### src/rtl/ngh_pkg.sv
package ngh_pkg;

  // Sample, gain and level width (Q1.23 / Q0.23)
  localparam int unsigned DataW = 24;
  // Widest operand of the shared multiplier (up_factor, Q10.22)
  localparam int unsigned FactW = 32;
  localparam int unsigned ProdW = DataW + FactW;
  localparam int unsigned DownW = 25;
  localparam int unsigned HoldW = 16;
  localparam int unsigned AddrW = 5;
  localparam int unsigned ApbW  = 32;

  localparam logic [DataW-1:0] UnityGain = 24'h800000;
  localparam logic [DataW-1:0] PosMax    = 24'h7FFFFF;

  // Register indexes (byte address 4*index)
  localparam logic [2:0] RegOpenLevel   = 3'd0;
  localparam logic [2:0] RegCloseLevel  = 3'd1;
  localparam logic [2:0] RegFloorGain   = 3'd2;
  localparam logic [2:0] RegUpFactor    = 3'd3;
  localparam logic [2:0] RegDownFactor  = 3'd4;
  localparam logic [2:0] RegHoldSamples = 3'd5;

  // Register reset values
  localparam logic [DataW-1:0] OpenLevelRst   = 24'd265;
  localparam logic [DataW-1:0] CloseLevelRst  = 24'd133;
  localparam logic [DataW-1:0] FloorGainRst   = 24'd8389;
  localparam logic [FactW-1:0] UpFactorRst    = 32'd4843495;
  localparam logic [DownW-1:0] DownFactorRst  = 25'd16769901;
  localparam logic [HoldW-1:0] HoldSamplesRst = 16'd4800;

  typedef enum logic [2:0] {
    S_IDLE,  // wait for a sample, update gate and hold
    S_GMUL,  // gain times attack or release factor
    S_GUPD,  // clamp the new gain at its target
    S_OMUL,  // sample magnitude times new gain
    S_OUT    // round, saturate, hand to output register
  } ngh_state_e;

endpackage

### src/rtl/ngh_mul.sv
module ngh_mul (
  input  logic                        clk_i,
  input  logic                        en_i,
  input  logic [ngh_pkg::DataW-1:0]   a_i,
  input  logic [ngh_pkg::FactW-1:0]   b_i,
  output logic [ngh_pkg::ProdW-1:0]   p_o
);

  logic [ngh_pkg::ProdW-1:0] prod_q;

  // Registered unsigned product; hold while idle
  always_ff @(posedge clk_i) begin
    if (en_i) begin
      prod_q <= a_i * b_i;
    end
  end

  assign p_o = prod_q;

endmodule

### src/rtl/noise_gate_hold_ramp.sv
// Channel     | Direction | Handshake                   | Contents
// ------------+-----------+-----------------------------+---------------------------------
// s_axis      | in        | tvalid/tready               | tdata[23:0] sample_in
// m_axis      | out       | tvalid/tready               | tdata[23:0] gated_sample,
//             |           |                             | tdata[47:24] current_gain,
//             |           |                             | tuser gate_open
// apb         | in        | psel/penable, pready tied 1 | six registers at 4*index
//
// Each sample runs through the transfer step (gate and hold update), then two
// passes through the single 24x32 registered multiplier, first for the gain
// ramp and then for the output product, each followed by a clamp step.
// s_axis_tready is high only while the sequencer idles; the output register
// lets a new sample enter while the previous result is still waiting.
// A stalled m_axis holds the sequencer in its last step until the output frees.
// rst_ni resets gate state, gain and registers at once; no clearing pass.
module noise_gate_hold_ramp (
  input  logic        clk_i,
  input  logic        rst_ni,
  // input stream
  input  logic        s_axis_tvalid,
  output logic        s_axis_tready,
  input  logic [23:0] s_axis_tdata,   // [23:0] sample_in
  // output stream
  output logic        m_axis_tvalid,
  input  logic        m_axis_tready,
  output logic [47:0] m_axis_tdata,   // [23:0] gated_sample, [47:24] current_gain
  output logic        m_axis_tuser,   // [0] gate_open
  // configuration
  input  logic        psel,
  input  logic        penable,
  input  logic        pwrite,
  input  logic [4:0]  paddr,
  input  logic [31:0] pwdata,
  output logic [31:0] prdata,
  output logic        pready
);

  localparam int unsigned DW = ngh_pkg::DataW;

  // ---------------------------------------------------------------------------
  // Configuration registers
  // ---------------------------------------------------------------------------
  logic [DW-1:0]                  open_lvl_q, close_lvl_q, floor_q;
  logic [ngh_pkg::FactW-1:0]      up_q;
  logic [ngh_pkg::DownW-1:0]      down_q;
  logic [ngh_pkg::HoldW-1:0]      hold_len_q;
  logic                           cfg_wr;

  assign pready = 1'b1;
  assign cfg_wr = psel && penable && pwrite && pready;

  // Decode on the word index; byte offsets are ignored
  always_ff @(posedge clk_i or negedge rst_ni) begin
    if (!rst_ni) begin
      open_lvl_q  <= ngh_pkg::OpenLevelRst;
      close_lvl_q <= ngh_pkg::CloseLevelRst;
      floor_q     <= ngh_pkg::FloorGainRst;
      up_q        <= ngh_pkg::UpFactorRst;
      down_q      <= ngh_pkg::DownFactorRst;
      hold_len_q  <= ngh_pkg::HoldSamplesRst;
    end else if (cfg_wr) begin
      case (paddr[4:2])
        ngh_pkg::RegOpenLevel:   open_lvl_q  <= pwdata[DW-1:0];
        ngh_pkg::RegCloseLevel:  close_lvl_q <= pwdata[DW-1:0];
        ngh_pkg::RegFloorGain:   floor_q     <= pwdata[DW-1:0];
        ngh_pkg::RegUpFactor:    up_q        <= pwdata[ngh_pkg::FactW-1:0];
        ngh_pkg::RegDownFactor:  down_q      <= pwdata[ngh_pkg::DownW-1:0];
        ngh_pkg::RegHoldSamples: hold_len_q  <= pwdata[ngh_pkg::HoldW-1:0];
        default: ;
      endcase
    end
  end

  always_comb begin
    case (paddr[4:2])
      ngh_pkg::RegOpenLevel:   prdata = {8'd0, open_lvl_q};
      ngh_pkg::RegCloseLevel:  prdata = {8'd0, close_lvl_q};
      ngh_pkg::RegFloorGain:   prdata = {8'd0, floor_q};
      ngh_pkg::RegUpFactor:    prdata = up_q;
      ngh_pkg::RegDownFactor:  prdata = {7'd0, down_q};
      ngh_pkg::RegHoldSamples: prdata = {16'd0, hold_len_q};
      default:                 prdata = '0;
    endcase
  end

  // ---------------------------------------------------------------------------
  // Sequencer and datapath state
  // ---------------------------------------------------------------------------
  ngh_pkg::ngh_state_e state_q, state_d;

  logic                        open_q, open_d;
  logic [ngh_pkg::HoldW-1:0]   hold_q, hold_d;
  logic [DW-1:0]               gain_q, gain_d;
  logic                        rise_q, rise_d;   // gain moves up toward target
  logic [DW-1:0]               mag_q;
  logic                        neg_q;

  logic                        m_valid_q, m_valid_d;
  logic [47:0]                 m_data_q, m_data_d;
  logic                        m_user_q, m_user_d;

  logic                        in_xfer;
  logic [DW-1:0]               mag_w;
  logic                        pass_w;
  logic [DW-1:0]               target_w;

  // shared multiplier
  logic                        mul_en;
  logic [DW-1:0]               mul_a;
  logic [ngh_pkg::FactW-1:0]   mul_b;
  logic [ngh_pkg::ProdW-1:0]   prod;

  // gain clamp and output rounding
  logic [33:0]                 g_up;
  logic [31:0]                 g_dn;
  logic [48:0]                 neg_sum;
  logic [25:0]                 q_neg;
  logic [24:0]                 q_pos;
  logic [DW-1:0]               q_neg_sat;
  logic [DW-1:0]               out_w;

  assign s_axis_tready = (state_q == ngh_pkg::S_IDLE);
  assign in_xfer       = s_axis_tvalid && s_axis_tready;

  // Magnitude; the most negative sample maps to unity
  assign mag_w  = s_axis_tdata[23] ? (24'd0 - s_axis_tdata) : s_axis_tdata;
  // Hysteresis: close level keeps an open gate, open level opens a closed one
  assign pass_w = (mag_w >= close_lvl_q) && (open_q || (mag_w >= open_lvl_q));

  assign target_w = open_q ? ngh_pkg::UnityGain : floor_q;

  // Gain pass uses the ramp factor, output pass uses the new gain
  assign mul_en = (state_q == ngh_pkg::S_GMUL) || (state_q == ngh_pkg::S_OMUL);
  assign mul_a  = (state_q == ngh_pkg::S_OMUL) ? mag_q : gain_q;
  assign mul_b  = (state_q == ngh_pkg::S_OMUL) ? {8'd0, gain_q}
                : (rise_q ? up_q : {7'd0, down_q});

  ngh_mul u_mul (
    .clk_i (clk_i),
    .en_i  (mul_en),
    .a_i   (mul_a),
    .b_i   (mul_b),
    .p_o   (prod)
  );

  assign g_up = prod[55:22];   // Q10.22 factor
  assign g_dn = prod[55:24];   // Q1.24 factor

  // Negative products round toward minus infinity: add all-ones below bit 23
  assign neg_sum   = {1'b0, prod[47:0]} + 49'h7FFFFF;
  assign q_neg     = neg_sum[48:23];
  assign q_neg_sat = (q_neg > 26'd8388608) ? ngh_pkg::UnityGain : q_neg[DW-1:0];
  assign q_pos     = prod[47:23];
  assign out_w     = neg_q ? (24'd0 - q_neg_sat)
                   : ((q_pos > {1'b0, ngh_pkg::PosMax}) ? ngh_pkg::PosMax : q_pos[DW-1:0]);

  always_comb begin
    state_d   = state_q;
    open_d    = open_q;
    hold_d    = hold_q;
    gain_d    = gain_q;
    rise_d    = rise_q;
    m_valid_d = m_valid_q;
    m_data_d  = m_data_q;
    m_user_d  = m_user_q;

    // Drop the result once it is taken
    if (m_valid_q && m_axis_tready) begin
      m_valid_d = 1'b0;
    end

    case (state_q)
      ngh_pkg::S_IDLE: begin
        if (in_xfer) begin
          if (pass_w) begin
            open_d = 1'b1;
            hold_d = hold_len_q;
          end else if (open_q) begin
            if (hold_q <= 16'd1) begin
              open_d = 1'b0;
              hold_d = '0;
            end else begin
              hold_d = hold_q - 16'd1;
            end
          end
          // Both compares in parallel, pick by the new gate state
          rise_d  = open_d ? (gain_q < ngh_pkg::UnityGain) : (gain_q < floor_q);
          state_d = ngh_pkg::S_GMUL;
        end
      end
      ngh_pkg::S_GMUL: begin
        state_d = ngh_pkg::S_GUPD;
      end
      ngh_pkg::S_GUPD: begin
        // Clamp at the target, then keep 24 bits
        if (rise_q) begin
          gain_d = (g_up > {10'd0, target_w}) ? target_w : g_up[DW-1:0];
        end else begin
          gain_d = (g_dn < {8'd0, target_w}) ? target_w : g_dn[DW-1:0];
        end
        state_d = ngh_pkg::S_OMUL;
      end
      ngh_pkg::S_OMUL: begin
        state_d = ngh_pkg::S_OUT;
      end
      ngh_pkg::S_OUT: begin
        // Hold here while the output register is still full
        if (!m_valid_q || m_axis_tready) begin
          m_valid_d = 1'b1;
          m_data_d  = {gain_q, out_w};
          m_user_d  = open_q;
          state_d   = ngh_pkg::S_IDLE;
        end
      end
      default: begin
        state_d = ngh_pkg::S_IDLE;
      end
    endcase
  end

  always_ff @(posedge clk_i or negedge rst_ni) begin
    if (!rst_ni) begin
      state_q   <= ngh_pkg::S_IDLE;
      open_q    <= 1'b0;
      hold_q    <= '0;
      gain_q    <= ngh_pkg::FloorGainRst;
      rise_q    <= 1'b0;
      m_valid_q <= 1'b0;
    end else begin
      state_q   <= state_d;
      open_q    <= open_d;
      hold_q    <= hold_d;
      gain_q    <= gain_d;
      rise_q    <= rise_d;
      m_valid_q <= m_valid_d;
    end
  end

  // Payload registers
  always_ff @(posedge clk_i) begin
    if (in_xfer) begin
      mag_q <= mag_w;
      neg_q <= s_axis_tdata[23];
    end
    m_data_q <= m_data_d;
    m_user_q <= m_user_d;
  end

  assign m_axis_tvalid = m_valid_q;
  assign m_axis_tdata  = m_data_q;
  assign m_axis_tuser  = m_user_q;

  // ---------------------------------------------------------------------------
  // Assertions
  // ---------------------------------------------------------------------------
  a_hold_zero_when_closed : assert property (@(posedge clk_i) disable iff (!rst_ni)
    !open_q |-> (hold_q == '0))
    else $error("hold count left nonzero while gate closed");

  a_out_from_last_step : assert property (@(posedge clk_i) disable iff (!rst_ni)
    $rose(m_axis_tvalid) |-> $past(state_q == ngh_pkg::S_OUT))
    else $error("result loaded outside the final step");

  a_stall_holds_seq : assert property (@(posedge clk_i) disable iff (!rst_ni)
    (state_q == ngh_pkg::S_OUT) && m_axis_tvalid && !m_axis_tready
      |=> (state_q == ngh_pkg::S_OUT))
    else $error("sequencer left final step while output register full");

  a_xfer_starts_seq : assert property (@(posedge clk_i) disable iff (!rst_ni)
    s_axis_tvalid && s_axis_tready |=> (state_q == ngh_pkg::S_GMUL))
    else $error("accepted sample did not start the gain pass");

endmodule

### config.mk
export PLATFORM = sky130hd
export DESIGN_NAME = noise_gate_hold_ramp
export DESIGN_NICKNAME = d
export VERILOG_FILES = /design/src/rtl/ngh_pkg.sv /design/src/rtl/ngh_mul.sv /design/src/rtl/noise_gate_hold_ramp.sv
export SDC_FILE = /design/constraint.sdc
export NUM_CORES = 2
export LEC_CHECK = 0
export BUFFER_PORTS_ARGS = -buffer_cell sky130_fd_sc_hd__buf_2
export CORE_ASPECT_RATIO = 0.7
export CORE_MARGIN = 2
export CORE_UTILIZATION = 47
export DETAILED_ROUTE_END_ITERATION = 12
export HOLD_SLACK_MARGIN = 0.06
export PLACE_DENSITY_LB_ADDON = 0.15
export SLEW_MARGIN = 30
export SYNTH_ARGS = -nofsm -noshare
export SYNTH_HDL_FRONTEND = slang
export SYNTH_HIERARCHICAL = 1
export SYNTH_SLANG_ARGS = --single-unit
### constraint.sdc
create_clock -name clk_i -period 29.8 [get_ports clk_i]
set_clock_uncertainty 0.2 [all_clocks]
set_input_delay 5.96 -clock clk_i [delete_from_list [all_inputs] [get_ports clk_i]]
set_output_delay 5.96 -clock clk_i [all_outputs]
set_load 0.05 [all_outputs]
# [Word level (Yosys, flattened, before mapping)]
# Cells that the tools add are included.
# W data, S select, Z words.
[totals] register_bits=321 inputBits=68 output_inout_bits=84 wordCells=91
[classes] add_sub_neg=4 multipliers=1 order_cmp=9 eq_ne=11 n_mux=27 n_reduce_logical=22
[op_table] operator="$mux W24" n=9
[op_table] operator="$pmux W32 S6" n=1
[op_table] operator="$mux W32" n=2
[op_table] operator="$mul A24 B32 Y56" n=1
[op_table] operator="$add A48 B23 Y49 const B" n=1
[op_table] operator="$ge A24 B24 Y1" n=2
[op_table] operator="$mux W16" n=3
[op_table] operator="$sub A1 B24 Y24 const A" n=2
[op_table] operator="$gt A34 B24 Y1" n=1
[op_table] operator="$lt A32 B24 Y1" n=1
[op_table] operator="$gt A26 B24 Y1 const B" n=1
[op_table] operator="$gt A25 B23 Y1 const B" n=1
[op_table] operator="$lt A24 B24 Y1" n=1
[op_table] operator="$lt A24 B24 Y1 const B" n=1
[op_table] operator="$reduce_and A2 Y1" n=9
[op_table] operator="$le A16 B1 Y1 const B" n=1
[op_table] operator="$sub A16 B1 Y16 const B" n=1
[op_table] operator="$pmux W3 S5" n=1
[op_table] operator="$eq A3 B2 Y1 const B" n=4
[op_table] operator="$eq A3 B3 Y1 const B" n=3
[op_table] operator="$mux W1" n=9
[op_table] operator="$eq A3 B1 Y1 const B" n=2
[op_table] operator="$logic_not A3 Y1" n=2
[op_table] operator="$mux W3" n=2
[op_table] operator="7 further kinds" n=13

# [Longest topological paths before layout]
[depth] depth_word=9 mapped_depth=30 depth_no_buf=27

# [Cells and area by module]
# Netlist, hierarchy kept.
[modules_own_cells] module="ngh_mul" instances=1 cells_per_inst=2953 area_each_um2=26802.0
[modules_own_cells] module="noise_gate_hold_ramp" instances=1 cells_per_inst=1788 area_each_um2=17426.7

# [Worst setup path before layout]
# OpenSTA, ideal clock, no wires.
[synth_path] kind="input to output" from="input port paddr[3]" to="output port prdata[3]" arrival_time_ns=8.320 required_time_ns=23.640 slack_ns=15.320 stages=7 n_path_buf=3 cell_sequence="buf_1 > clkbuf_1 > buf_1 > mux2i_1 > nor2_1 > a21oi_1 > a21oi_1"
[synth_via] elab_chain_len=2
[synth_lines] item="from (decl)" line_no="noise_gate_hold_ramp.sv:32" source="input logic [4:0] paddr,"
[synth_lines] item="$eq A3 B3 Y1, or another cell as far along" line_no="noise_gate_hold_ramp.sv:75" source="case (paddr[4:2])"
[synth_lines] item="$pmux W32 S6 *" line_no="noise_gate_hold_ramp.sv:75"
[synth_lines] item="to (decl)" line_no="noise_gate_hold_ramp.sv:34" source="output logic [31:0] prdata,"
# Mark *: on every way between the ends. The rest lies on a longest branch, timed or not.

# [Worst setup path in the final report]
[layout_path] from="input port paddr[3]" to="output port prdata[15]"
# The elaborated chain is that of the path after synthesis.

==> summary.txt <==
Outcome
  – Status: complete, no violations

Synth
  – Ys flop type: dfrtp_1
  – Mapped cell area: about 0.044 mm²
  – Ys async rst share: about three fifths
  – Top cell type by total area after synthesis: fa_1
  – Syn Inst Count: 4741
  – Synth cell types: 93
  – Seq/Total Area, Yosys: around a fifth
  – Post-synth EDFFs: 130
  – Area contributors post-synth: fa_1 (30%), edfxtp_1 (8.8%), ha_1 (8.6%)
  – Seq cells post-synth: between 300 and 400
  – Mean Syn Cell Area: a little over 9 µm²
  – Synthesized Nets: 5771
  – Post-synth top area share: just under 30%
  – Ys Warns: 6

Clock network
  – Post-CTS setup buffer count: 0
  – Post_cts resized: 0
  – Clk pin slew, worst setup/hold paths: about 0.050 ns
  – Root Driver: clkbuf_16
  – Cts bufs inserted: 34
  – TritonCTS Sinks: about 320
  – Clk Latency, worst-skew pair: roughly 0.57 ns
  – TritonCTS clock tree: yes
  – Quantity of hold-fixing buffers added after cts: 0
  – H-tree levels: 2
  – Deepest clock path buffer count: 3

Detailed routing
  – DRT antenna net count: 0
  – Via count: 34170
  – Iter 0 DRT Violations: between 3000 and 4000
  – TritonRoute pass-1 iters: 6
  – DRC viols: 0
  – Drt total wl: between 100 and 150 mm
  – WL per Instance: between 20 and 25 µm
  – Vias per cell: ~5.7

STA
  – RSZ-0062 raised after global routing: no
  – Post-route setup slack: 15.32 ns
  – Slew margin rel.: 28.0%
  – Final hold vios: 0
  – Setup tns final: 0 ns
  – Least-Margin Pin Slew: 1.08 ns
  – Fin. max-slew vios: 0
  – Peak Freq: ~0.07 GHz
  – Min cycle time layout: 14.48 ns
  – Final period util: 48.6%
  – Setup violations, final: 0

Worst setup path
  – Crit path max fanout: 56
  – CP Capture Type: output port
  – Critical Path Start Type: input port
  – Worst r2r src: state_q[0]$_DFFE_PN0P_
  – WS Path Type: in2out
  – Req. time, crit path: ~24 ns
  – Crit path DAT: 8.32 ns
  – CP Launch Point: paddr[3]

Die
  – Die ar.: 0.0966 mm²
  – Die width: 371 µm
  – Starting Density: ~47%
  – Rows: 94
  – Die height: approximately 260 µm
  – Io pins: around 150
  – Core area: 0.0936 mm²

Cells and area
  – P&R area growth vs syn: 7.67%
  – Most frequent cells in the layout: inv_1 (868), fa_1 (658), nand2_1 (575)
  – Leading cell type in the layout, fill and taps excluded: inv_1
  – Register area: approximately 0.0088 mm²
  – Nets: 5751
  – Multi-input gate area: around 0.031 mm²
  – Layout cell share with drive strength beyond 1: a little over a tenth
  – Number of fill cells: 8841

Global route
  – Grt total ovfl: 0
  – Global-route usage over all layers: between 30 and 40%
  – Initial antenna violation count: 9
  – First-pass GRT wire length: about 220 mm
  – Vias in the first global route: approximately 34000
  – Largest net degree at the start of global routing: a little over 70

Placement
  – DP HPWL: between 100 and 150 mm
  – Pre-CTS setup slack: between 15 and 20 ns
  – Buffers on Ports: approximately 150
  – Gpl congestion: between 0.9 and 1

Min path
  – Min-Delay Path Class: reg2reg
  – Hold Path Origin: hold_q[12]$_DFFE_PN0P_

Flow run
  – Max_cap viols: 0
-- state kept, by name (all words and copies together), names as in the netlist --
signal,flops
close_lvl_q,24
down_q,25
floor_q,24
gain_q,24
hold_len_q,16
hold_q,16
m_axis_tdata,48
m_axis_tuser,1
m_axis_tvalid,1
mag_q,24
neg_q,1
open_lvl_q,24
open_q,1
rise_q,1
state_q,3
u_mul/p_o,56
up_q,32
-- worst max-delay path, stage by stage --
cell and delay [ns]:
buf_2 0.09, buf_4 0.65, inv_1 0.41, nor2_1 0.35
a22oi_1 0.14, o22ai_1 0.29, buf_2 0.34
-- cell families after synthesis --
| logic type | share of synthesized area, % |
|---|---|
| and+or+nand+nor | 15.6 |
| muxes | 5.64 |
| buffers and inverters | 9.77 |
| xor gates and xnor gates | 1.82 |
| AOI/OAI and AO/OA | 9.02 |
| DFF | 19.8 |
| adders and majority gates | 38.4 |
| other | 0.00848 |
-- area by class of cell --
type	instances	area share, %
clock buffers	53	2.15
flip-flops and latches	321	18.4
clock inverters	9	0.279
diodes	5	0.0263
inverters	869	6.85
multi-input cells	3284	66.1
repair buffers	211	2.90
well taps	1248	3.28
-- metrics by stage --
stage                     util [%]  hold WS, ns  instance area, µm²  std cells
after floorplan                  -        0.249               44200       4741
after global placement        49.3        0.271               46200       5922
after detailed placement      49.4        0.272               46300       5926
after CTS                     50.7        0.284               47400       5988
after global routing          50.9        0.308               47600       5997
final                         50.9        0.285               47600       6000
-- metal layers --
| layer | share of wire (%) | vias to the layer above | global-route usage [%] |
|---|---|---|---|
| li1 | - | 15057 | - |
| met1 | 47 | 17337 | 48.3 |
| met2 | 39 | 1633 | 40.9 |
| met3 | 12 | 139 | 9.74 |
| met4 | 1.6 | 4 | 4.98 |
| met5 | 0.065 | - | 0.740 |
-- synthesized netlist by cell type (8+ instances only) --
cell,n
and2_1,397
o21ai_1,12
xnor2_1,67
dfrtp_1,138
mux2_2,110
a221o_1,8
o21bai_1,16
mux4_2,8
or4_1,12
mux2i_1,106
or2_2,8
and3_1,26
fa_1,658
nor2_1,158
a21oi_1,158
nand4_1,40
o21a_1,13
o31ai_1,10
edfxtp_1,130
nor2b_1,19
nand3_1,48
buf_2,20
nand2b_1,17
a211oi_1,18
o21ai_0,142
nor4_1,20
ha_1,304
o211ai_1,11
nand2_1,576
dfstp_2,53
buf_1,11
nor3_1,28
clkbuf_1,230
o22ai_1,27
a21o_1,68
inv_1,868
o221ai_1,27
or3_1,9
and4_1,10
a31oi_1,16
xor2_1,25
a22oi_1,14
-- final timing paths --
path | endpoint | slack, ns | cells after the start
worst max-delay path | prdata[15] | 15.32 | 7
worst min-delay path | hold_q[12]$_DFFE_PN0P_ | 0.29 | 1
worst max register to register | u_mul/p_o[43]$_DFFE_PP_ | 19.27 | 28
worst min register to register | hold_q[12]$_DFFE_PN0P_ | 0.29 | 1
max in group asynchronous | rise_q$_DFFE_PN0P_ | 23.13 | 2
min in group asynchronous | hold_q[0]$_DFFE_PN0P_ | 5.14 | 1
Power is not shown: default switching activity piles up to over one toggle a cycle in this logic, so the estimate is an artifact.
